`config.mk`:
```
export PLATFORM = sky130hd
export DESIGN_NAME = local_alignment_scorer_top_flat
export DESIGN_NICKNAME = d
export VERILOG_FILES = /design/src/rtl/core/alsc_pkg.sv /design/src/rtl/core/alsc_in_if.sv /design/src/rtl/core/alsc_out_if.sv /design/src/rtl/core/local_alignment_scorer_top.sv /design/src/rtl/core/alsc_cell.sv /design/src/rtl/core/alsc_track.sv /design/src/flat_wrapper.sv
export SDC_FILE = /design/constraint.sdc
export NUM_CORES = 2
export LEC_CHECK = 0
export BUFFER_PORTS_ARGS = -buffer_cell sky130_fd_sc_hd__buf_2
export CORE_ASPECT_RATIO = 1.2
export CORE_MARGIN = 3
export CORE_UTILIZATION = 30
export DETAILED_ROUTE_END_ITERATION = 12
export SYNTH_ARGS = -nofsm -noshare
export SYNTH_HDL_FRONTEND = slang
export SYNTH_SLANG_ARGS = --single-unit
```
`constraint.sdc`:
```
create_clock -name clk -period 17.7 [get_ports clk]
set_input_delay 0 -clock clk [delete_from_list [all_inputs] [get_ports clk]]
set_output_delay 0 -clock clk [all_outputs]
set_load 0.02 [all_outputs]
```
`src/rtl/core/alsc_pkg.sv`:
```
// alsc_pkg: shared types and constants of the local alignment scorer
// no dependencies; used by the interfaces and every rtl/core module
`default_nettype none

package alsc_pkg;

  localparam int SYM_W       = 2;
  localparam int SCORE_W     = 8;
  localparam int CALC_W      = 10;
  localparam int PEN_W       = 4;
  localparam int QLEN_W      = 5;
  localparam int QSYM_W      = 32;
  localparam int QSYM_COUNT  = 16;
  localparam int REF_POS_W   = 14;
  localparam int QRY_POS_W   = 5;
  localparam int CFG_IDX_W   = 3;
  localparam int CFG_DATA_W  = 32;

  localparam logic [SCORE_W-1:0] SCORE_MAX = 8'd255;

  // register reset values
  localparam logic [QSYM_W-1:0] QSYM_RESET     = 32'd0;
  localparam logic [QLEN_W-1:0] QLEN_RESET     = 5'd11;
  localparam logic [PEN_W-1:0]  MATCH_RESET    = 4'd3;
  localparam logic [PEN_W-1:0]  MISMATCH_RESET = 4'd3;
  localparam logic [PEN_W-1:0]  GAP_RESET      = 4'd2;

  typedef enum logic [CFG_IDX_W-1:0] {
    REG_QUERY_SYMBOLS    = 3'd0,
    REG_QUERY_LENGTH     = 3'd1,
    REG_MATCH_SCORE      = 3'd2,
    REG_MISMATCH_PENALTY = 3'd3,
    REG_GAP_PENALTY      = 3'd4
  } reg_index_t;

  // scoring settings shared by all cells
  typedef struct packed {
    logic [PEN_W-1:0] match;
    logic [PEN_W-1:0] mismatch;
    logic [PEN_W-1:0] gap;
  } score_cfg_t;

  // wavefront token handed from one cell to the next
  typedef struct packed {
    logic               valid;
    logic               last;
    logic [SYM_W-1:0]   ref_symbol;
    logic [SCORE_W-1:0] diag;
    logic [SCORE_W-1:0] up;
    logic [SCORE_W-1:0] col_best;
  } token_t;

endpackage

`default_nettype wire

```
`src/rtl/core/alsc_in_if.sv`:
```
// alsc_in_if: valid/ready channel carrying one reference symbol
// depends on alsc_pkg
`default_nettype none

interface alsc_in_if;
  logic                        valid;
  logic                        ready;
  logic [alsc_pkg::SYM_W-1:0]  ref_symbol;
  logic                        last_symbol;

  modport source (output valid, ref_symbol, last_symbol, input ready);
  modport sink (input valid, ref_symbol, last_symbol, output ready);
endinterface

`default_nettype wire

```
`src/rtl/core/alsc_out_if.sv`:
```
// alsc_out_if: valid/ready channel carrying one running-best result
// depends on alsc_pkg
`default_nettype none

interface alsc_out_if;
  logic                            valid;
  logic                            ready;
  logic [alsc_pkg::SCORE_W-1:0]    best_score;
  logic [alsc_pkg::REF_POS_W-1:0]  best_ref_position;
  logic [alsc_pkg::QRY_POS_W-1:0]  best_query_position;
  logic                            is_last;

  modport source (output valid, best_score, best_ref_position, best_query_position, is_last,
                  input ready);
  modport sink (input valid, best_score, best_ref_position, best_query_position, is_last,
                output ready);
endinterface

`default_nettype wire

```
`src/rtl/core/local_alignment_scorer_top.sv`:
```
// local_alignment_scorer_top: top level of the local alignment scorer
// depends on alsc_pkg, alsc_in_if, alsc_out_if, alsc_cell and alsc_track
// Smith-Waterman local alignment scorer with a linear gap penalty. The query
// (up to QUERY_MAX two-bit nucleotides) and the scores sit in configuration
// registers; reference symbols arrive one per transfer and each gives one
// result transfer with the running best score, its reference column and its
// query row. A row of QUERY_MAX cells, one per query row, each holds its own
// column score; a token for each reference symbol walks down the row one cell
// per cycle carrying the diagonal and upper scores and the column's best so
// far, so a new symbol is taken every cycle unless the result side stalls;
// the result passes through every cell and then the result register. A
// stall on the result side holds the whole chain. After the symbol marked
// last the scores and the best cell clear. Configuration must be written
// only while the chain is empty; the block itself does not enforce this.
`default_nettype none

module local_alignment_scorer_top #(
  parameter int QUERY_MAX = 16,
  parameter int REF_MAX   = 16383
) (
  input  wire logic                              clk,
  input  wire logic                              rst,
  input  wire logic                              cfg_write,
  input  wire logic [alsc_pkg::CFG_IDX_W-1:0]    cfg_index,
  input  wire logic [alsc_pkg::CFG_DATA_W-1:0]   cfg_data,
  alsc_in_if.sink                                item_in,
  alsc_out_if.source                             result_out
);

  localparam int RW = $clog2(QUERY_MAX + 1);

  // configuration registers
  logic [alsc_pkg::QSYM_W-1:0] query_symbols;
  logic [alsc_pkg::QLEN_W-1:0] query_length;
  alsc_pkg::score_cfg_t        cfg;

  always_ff @(posedge clk) begin
    if (rst) begin
      query_symbols <= alsc_pkg::QSYM_RESET;
      query_length  <= alsc_pkg::QLEN_RESET;
      cfg.match     <= alsc_pkg::MATCH_RESET;
      cfg.mismatch  <= alsc_pkg::MISMATCH_RESET;
      cfg.gap       <= alsc_pkg::GAP_RESET;
    end else if (cfg_write) begin
      case (alsc_pkg::reg_index_t'(cfg_index))
        alsc_pkg::REG_QUERY_SYMBOLS:    query_symbols <= cfg_data;
        alsc_pkg::REG_QUERY_LENGTH:     query_length  <= cfg_data[alsc_pkg::QLEN_W-1:0];
        alsc_pkg::REG_MATCH_SCORE:      cfg.match     <= cfg_data[alsc_pkg::PEN_W-1:0];
        alsc_pkg::REG_MISMATCH_PENALTY: cfg.mismatch  <= cfg_data[alsc_pkg::PEN_W-1:0];
        alsc_pkg::REG_GAP_PENALTY:      cfg.gap       <= cfg_data[alsc_pkg::PEN_W-1:0];
        default: ;
      endcase
    end
  end

  // whole chain advances together unless a finished result is held
  logic advance;
  assign advance       = !result_out.valid || result_out.ready;
  assign item_in.ready = advance;

  alsc_pkg::token_t tok [0:QUERY_MAX];
  logic [RW-1:0]    row [0:QUERY_MAX];

  // row zero above the first cell: diagonal and upper scores are zero
  always_comb begin
    tok[0].valid      = item_in.valid;
    tok[0].last       = item_in.last_symbol;
    tok[0].ref_symbol = item_in.ref_symbol;
    tok[0].diag       = '0;
    tok[0].up         = '0;
    tok[0].col_best   = '0;
    row[0]            = '0;
  end

  for (genvar g = 0; g < QUERY_MAX; g++) begin : g_cell
    logic [alsc_pkg::SYM_W-1:0] qsym;
    logic                       active;

    // query symbols past the register width read as code zero
    if (g < alsc_pkg::QSYM_COUNT) begin : g_sym
      assign qsym = query_symbols[alsc_pkg::SYM_W*g +: alsc_pkg::SYM_W];
    end else begin : g_nosym
      assign qsym = '0;
    end

    // rows at or past the query length are held at zero
    assign active = (query_length > alsc_pkg::QLEN_W'(g));

    alsc_cell #(
      .ROW (g),
      .RW  (RW)
    ) u_cell (
      .clk       (clk),
      .rst       (rst),
      .en        (advance),
      .active    (active),
      .query_sym (qsym),
      .cfg       (cfg),
      .tok_in    (tok[g]),
      .row_in    (row[g]),
      .tok_out   (tok[g+1]),
      .row_out   (row[g+1])
    );
  end

  alsc_track #(
    .QUERY_MAX (QUERY_MAX),
    .REF_MAX   (REF_MAX),
    .RW        (RW)
  ) u_track (
    .clk        (clk),
    .rst        (rst),
    .en         (advance),
    .tok_in     (tok[QUERY_MAX]),
    .row_in     (row[QUERY_MAX]),
    .result_out (result_out)
  );

endmodule

`default_nettype wire

```
`src/rtl/core/alsc_cell.sv`:
```
// alsc_cell: one query row of the systolic scoring chain
// depends on alsc_pkg
`default_nettype none

module alsc_cell #(
  parameter int ROW = 0,
  parameter int RW  = 5
) (
  input  wire logic                          clk,
  input  wire logic                          rst,
  input  wire logic                          en,
  input  wire logic                          active,
  input  wire logic [alsc_pkg::SYM_W-1:0]    query_sym,
  input  wire alsc_pkg::score_cfg_t          cfg,
  input  wire alsc_pkg::token_t              tok_in,
  input  wire logic [RW-1:0]                 row_in,
  output alsc_pkg::token_t                   tok_out,
  output logic [RW-1:0]                      row_out
);

  logic [alsc_pkg::SCORE_W-1:0] score;
  logic signed [alsc_pkg::CALC_W-1:0] diag_term, left_term, up_term, best_term;
  logic [alsc_pkg::SCORE_W-1:0] cell_val;
  logic [alsc_pkg::SCORE_W-1:0] up_val;
  logic                         new_best;

  always_comb begin
    if (query_sym == tok_in.ref_symbol) begin
      diag_term = signed'(alsc_pkg::CALC_W'(tok_in.diag)) + signed'(alsc_pkg::CALC_W'(cfg.match));
    end else begin
      diag_term = signed'(alsc_pkg::CALC_W'(tok_in.diag))
                - signed'(alsc_pkg::CALC_W'(cfg.mismatch));
    end
    left_term = signed'(alsc_pkg::CALC_W'(score)) - signed'(alsc_pkg::CALC_W'(cfg.gap));
    up_term   = signed'(alsc_pkg::CALC_W'(tok_in.up)) - signed'(alsc_pkg::CALC_W'(cfg.gap));
    best_term = diag_term;
    if (left_term > best_term) begin
      best_term = left_term;
    end
    if (up_term > best_term) begin
      best_term = up_term;
    end
    // floor at zero, saturate at the top
    if (best_term < 0) begin
      cell_val = '0;
    end else if (best_term > signed'(alsc_pkg::CALC_W'(alsc_pkg::SCORE_MAX))) begin
      cell_val = alsc_pkg::SCORE_MAX;
    end else begin
      cell_val = best_term[alsc_pkg::SCORE_W-1:0];
    end
    up_val   = active ? cell_val : '0;
    new_best = active && (cell_val > tok_in.col_best);
  end

  // column score held by this row; cleared after the last symbol
  always_ff @(posedge clk) begin
    if (rst) begin
      score <= '0;
    end else if (en && tok_in.valid) begin
      score <= tok_in.last ? '0 : up_val;
    end
  end

  always_ff @(posedge clk) begin
    if (rst) begin
      tok_out.valid <= 1'b0;
    end else if (en) begin
      tok_out.valid <= tok_in.valid;
    end
  end

  always_ff @(posedge clk) begin
    if (en) begin
      tok_out.last       <= tok_in.last;
      tok_out.ref_symbol <= tok_in.ref_symbol;
      tok_out.diag       <= score;
      tok_out.up         <= up_val;
      if (new_best) begin
        tok_out.col_best <= cell_val;
        row_out          <= RW'(ROW + 1);
      end else begin
        tok_out.col_best <= tok_in.col_best;
        row_out          <= row_in;
      end
    end
  end

endmodule

`default_nettype wire

```
`src/rtl/core/alsc_track.sv`:
```
// alsc_track: running best across columns, column counter and result register
// depends on alsc_pkg and alsc_out_if
`default_nettype none

module alsc_track #(
  parameter int QUERY_MAX = 16,
  parameter int REF_MAX   = 16383,
  parameter int RW        = 5
) (
  input  wire logic              clk,
  input  wire logic              rst,
  input  wire logic              en,
  input  wire alsc_pkg::token_t  tok_in,
  input  wire logic [RW-1:0]     row_in,
  alsc_out_if.source             result_out
);

  localparam int CW = $clog2(REF_MAX + 1);

  logic [CW-1:0]                column_count, column_count_next;
  logic [alsc_pkg::SCORE_W-1:0] best, best_next;
  logic [CW-1:0]                best_col, best_col_next;
  logic [RW-1:0]                best_row, best_row_next;
  logic                         out_valid;
  logic [alsc_pkg::SCORE_W-1:0] out_score;
  logic [CW-1:0]                out_col;
  logic [RW-1:0]                out_row;
  logic                         out_last;

  always_comb begin
    column_count_next = (column_count < CW'(REF_MAX)) ? column_count + 1'b1 : column_count;
    // strictly greater keeps the earlier column on a tie
    if (tok_in.col_best > best) begin
      best_next     = tok_in.col_best;
      best_col_next = column_count_next;
      best_row_next = row_in;
    end else begin
      best_next     = best;
      best_col_next = best_col;
      best_row_next = best_row;
    end
  end

  always_ff @(posedge clk) begin
    if (rst) begin
      column_count <= '0;
      best         <= '0;
      best_col     <= '0;
      best_row     <= '0;
    end else if (en && tok_in.valid) begin
      if (tok_in.last) begin
        column_count <= '0;
        best         <= '0;
        best_col     <= '0;
        best_row     <= '0;
      end else begin
        column_count <= column_count_next;
        best         <= best_next;
        best_col     <= best_col_next;
        best_row     <= best_row_next;
      end
    end
  end

  always_ff @(posedge clk) begin
    if (rst) begin
      out_valid <= 1'b0;
    end else if (en) begin
      out_valid <= tok_in.valid;
    end
  end

  always_ff @(posedge clk) begin
    if (en && tok_in.valid) begin
      out_score <= best_next;
      out_col   <= best_col_next;
      out_row   <= best_row_next;
      out_last  <= tok_in.last;
    end
  end

  assign result_out.valid               = out_valid;
  assign result_out.best_score          = out_score;
  assign result_out.best_ref_position   = alsc_pkg::REF_POS_W'(out_col);
  assign result_out.best_query_position = alsc_pkg::QRY_POS_W'(out_row);
  assign result_out.is_last             = out_last;

  a_zero_best_no_cell : assert property (@(posedge clk) disable iff (rst)
    (best == '0) |-> (best_col == '0 && best_row == '0))
    else $error("best cell recorded without a score");

  a_row_in_range : assert property (@(posedge clk) disable iff (rst)
    best_row <= RW'(QUERY_MAX))
    else $error("best row beyond the query");

  a_col_in_range : assert property (@(posedge clk) disable iff (rst)
    (column_count <= CW'(REF_MAX)) && (best_col <= column_count))
    else $error("best column ahead of column counter");

  a_clear_after_last : assert property (@(posedge clk) disable iff (rst)
    (en && tok_in.valid && tok_in.last) |=> (best == '0 && column_count == '0))
    else $error("state not cleared after last symbol");

endmodule

`default_nettype wire
```
`src/flat_wrapper.sv`:
```
// flat-port wrapper written by rule: the top's interface ports become plain ports
module local_alignment_scorer_top_flat 
#(
  parameter int QUERY_MAX = 16,
  parameter int REF_MAX   = 16383
)
  (clk, rst, cfg_write, cfg_index, cfg_data, item_in_valid, item_in_ref_symbol, item_in_last_symbol, item_in_ready, result_out_valid, result_out_best_score, result_out_best_ref_position, result_out_best_query_position, result_out_is_last, result_out_ready);
  alsc_in_if item_in_i ();
  alsc_out_if result_out_i ();
  input  wire logic clk;
  input  wire logic rst;
  input  wire logic cfg_write;
  input  wire logic [alsc_pkg::CFG_IDX_W-1:0] cfg_index;
  input  wire logic [alsc_pkg::CFG_DATA_W-1:0] cfg_data;
  input wire logic [$bits(item_in_i.valid)-1:0] item_in_valid;
  input wire logic [$bits(item_in_i.ref_symbol)-1:0] item_in_ref_symbol;
  input wire logic [$bits(item_in_i.last_symbol)-1:0] item_in_last_symbol;
  output wire logic [$bits(item_in_i.ready)-1:0] item_in_ready;
  output wire logic [$bits(result_out_i.valid)-1:0] result_out_valid;
  output wire logic [$bits(result_out_i.best_score)-1:0] result_out_best_score;
  output wire logic [$bits(result_out_i.best_ref_position)-1:0] result_out_best_ref_position;
  output wire logic [$bits(result_out_i.best_query_position)-1:0] result_out_best_query_position;
  output wire logic [$bits(result_out_i.is_last)-1:0] result_out_is_last;
  input wire logic [$bits(result_out_i.ready)-1:0] result_out_ready;
  assign item_in_i.valid = item_in_valid;
  assign item_in_i.ref_symbol = item_in_ref_symbol;
  assign item_in_i.last_symbol = item_in_last_symbol;
  assign item_in_ready = item_in_i.ready;
  assign result_out_valid = result_out_i.valid;
  assign result_out_best_score = result_out_i.best_score;
  assign result_out_best_ref_position = result_out_i.best_ref_position;
  assign result_out_best_query_position = result_out_i.best_query_position;
  assign result_out_is_last = result_out_i.is_last;
  assign result_out_i.ready = result_out_ready;
  local_alignment_scorer_top #(.QUERY_MAX(QUERY_MAX), .REF_MAX(REF_MAX)) u_core (.clk(clk), .rst(rst), .cfg_write(cfg_write), .cfg_index(cfg_index), .cfg_data(cfg_data), .item_in(item_in_i), .result_out(result_out_i));
endmodule
```
==> flow_summary.ini <==
[grt]
grt_usage_pct = 16.8
gr-total-overflow = 0
grt_max_degree = 108
grt_antenna_before_repair = 2
grt_pass1_vias = 44300
grt_pass1_wl_um = 253000

[drt]
drc = 0
vias = 44800
firstDrtPassIters = 8
avgRoutedWirePerCell_um = 19.2
ant_nets = 0
drt_iter0_drc = 3091
wirelength_um = 164000
viasPerCell = 5.23

[clocking]
h-tree-depth = 3
cts.sinks = 731
clockBufferDepth = 3
numCtsBuffers = 82
post_cts_resized = 0
clkTransAtPathRegs_ps = 60
cts_tree = yes
cts_root_buf = clkbuf_16
clock_latency_ps = 710

[logic_synthesis]
syn_area_um2 = 55700
async_flop_share_pct = 0
postSynthNetCount = 6686
netlist_instances = 5919
synth_edf_count = 496
ys_seq_elements = 731
synth-main-ff-cell = edfxtp_1
syn_avg_cell_area_um2 = 9.41
yosysUniqueCellTypes = 100
yosysSeqAreaShare_pct = 35.2
yosysWarnings = 0

[critical_path]
cp-end-kind = flip-flop
path_common_cell = ha_1
path_class = reg -> reg
critPathMaxStageDelay_ps = 980
cp_max_fo = 18
critPathLaunchType = flip-flop
cp.required_ps = 18140
slowest_stage = nor4b_1
arrival_ps = 10870
r2r_setup_slack_ps = 7280

[timing]
tns_ps = 0
min_period_ps = 10420
hold_violations = 0
timing.fmax_mhz = 95.9
report.final.slew_viol_count = 0
rsz0062_at_grt = false
fin_worst_skew_ps = 31.9
relSlewSlack_pct = 17.6
finalSetupViolations = 0
worst_pin_slew_ps = 1220
fin_crit_sh_pct = 58.9

[layout]
drive_above_1_share_pct = 7.88
nets = 6815
final_area_um2 = 62300
syn_to_final_growth_pct = 11.9
nFillCells = 18600
fin_cells = 8554
multiInputGateArea_um2 = 33800
ff_latch_area_um2 = 19600

[job]
max_cap_viol_count = 0

[die]
num_rows = 172
fp.dieW_um = 399
io_pins = 73
fp.dieH_um = 478
design.core.area_um2 = 184000
die_area_um2 = 191000
start_util_pct = 30.3

[placement]
hpwl_um = 125000
portBuffers = 72
dp_cells = 8343
gp_congestion = 0.900
placed_area_um2 = 59000

[min_path]
hp-class = in -> reg

[outcome]
outcome = finished clean
-- stage by stage --
| stage | hold slack, ps | utilization (%) | setup slack [ps] |
|---|---|---|---|
| floorplan | 98.9 | - | 7890 |
| finish | 69.0 | 33.9 | 7280 |
| CTS | 2.97 | 33.9 | 7510 |
| global placement | 220 | 32.1 | 7800 |
| global route | 62.2 | 33.9 | 6680 |
| detailed placement | 222 | 32.1 | 7560 |
-- synthesized netlist by cell type, types with 56 or more instances --
cell      number  area share, %
ha_1         663             15
nor2_1       533            3.6
edfxtp_1     496             27
nand2_1      466            3.1
inv_1        461            3.1
a21oi_1      383            3.4
dfxtp_1      235            8.5
o21ai_0      217            2.0
a21o_1       181            2.4
xnor2_1      171            2.7
xor2_1       160            2.5
mux2i_1      139            2.5
clkbuf_1     130           0.88
nor3_1       129            1.2
mux2_2       120            2.4
a22oi_1      114            1.5
nor2b_1      114            1.3
nand3_1      102           0.92
o21a_1        89            1.2
and2_1        88           0.99
nand4_1       73           0.82
fa_1          61            2.2
a211oi_1      56           0.76
-- registers in the layout (all words and copies together), names as in the netlist --
register	count
u_core.u_track.best	8
u_core.u_track.result_out.best_query_position	5
u_core.cfg	12
u_core.u_track.column_count	14
u_core.u_track.result_out.best_score	8
u_core.u_track.result_out.is_last	1
u_core.g_cell.u_cell.row_out	54
u_core.g_cell.u_cell.tok_out	430
u_core.query_length	5
u_core.query_symbols	32
u_core.u_track.best_col	14
u_core.u_track.best_row	5
u_core.u_track.result_out.valid	1
u_core.u_track.result_out.best_ref_position	14
u_core.g_cell.u_cell.score	128
-- layer usage --
layer  GRT usage, %  up-vias  wire length, µm
met5              0        -                0
li1               -    21900                -
met4           6.87        0             6950
met3           1.94      327             7160
met1           21.0    21500            70800
met2           29.1     1099            79000
-- worst max-delay path: cells and delay by family (launching register included) --
kind | cells | cell delay, ps
compound gates | 15 | 3920
buf+inv | 3 | 1020
mux | 2 | 1190
flops | 1 | 340
simple gates | 7 | 2320
fa+ha+maj | 4 | 1340
-- kinds of logic after synthesis --
kind of cell             synth area share, %
buffers and inverters                   4.11
AND/OR/NAND/NOR                         15.6
multiplexers                            5.13
XOR/XNOR                                5.27
flip-flops                              35.2
AO/OA/AOI/OAI                           17.5
adder cells (fa/ha/maj)                 17.2
-- cell usage in the layout (no fill, tap or decap), types with 171 or more instances in the layout --
cell type,instances
dfxtp_1,229
edfxtp_1,496
nor2_1,532
o21ai_0,216
a21oi_1,383
xnor2_1,171
a21o_1,181
ha_1,663
inv_1,456
nand2_1,466
-- repair_timing --
action                                 in CTS  in global routing
setup buffers                               0                  0
endpoints found under the hold margin     112                  0
hold buffers                               57                  0
-- worst paths after layout --
check                                                          start                                   end  cells past startpoint
worst max-delay path                                   u_core.cfg[2]   u_core.g_cell[11].u_cell.tok_out[6]                     31
worst min-delay path                           item_in_ref_symbol[0]   u_core.g_cell[0].u_cell.tok_out[24]                      2
worst max register to register                         u_core.cfg[2]   u_core.g_cell[11].u_cell.tok_out[6]                     31
worst min register to register  u_core.g_cell[13].u_cell.tok_out[26]  u_core.g_cell[14].u_cell.tok_out[26]                      0
-- area by class of cell --
type                            count  area share [%]
Antenna cell                        1         0.00402
Clock buffer                      103            3.55
Clock inverter                     50           0.803
Inverter                          462            2.80
Multi-Input combinational cell   4581            54.2
Sequential cell                   731            31.5
Tap cell                         2436            4.89
Timing Repair Buffer              190            2.24
Power is left out: the tool's default activity adds up to more than one toggle a clock period on the data nets, which glitch-free logic cannot reach.
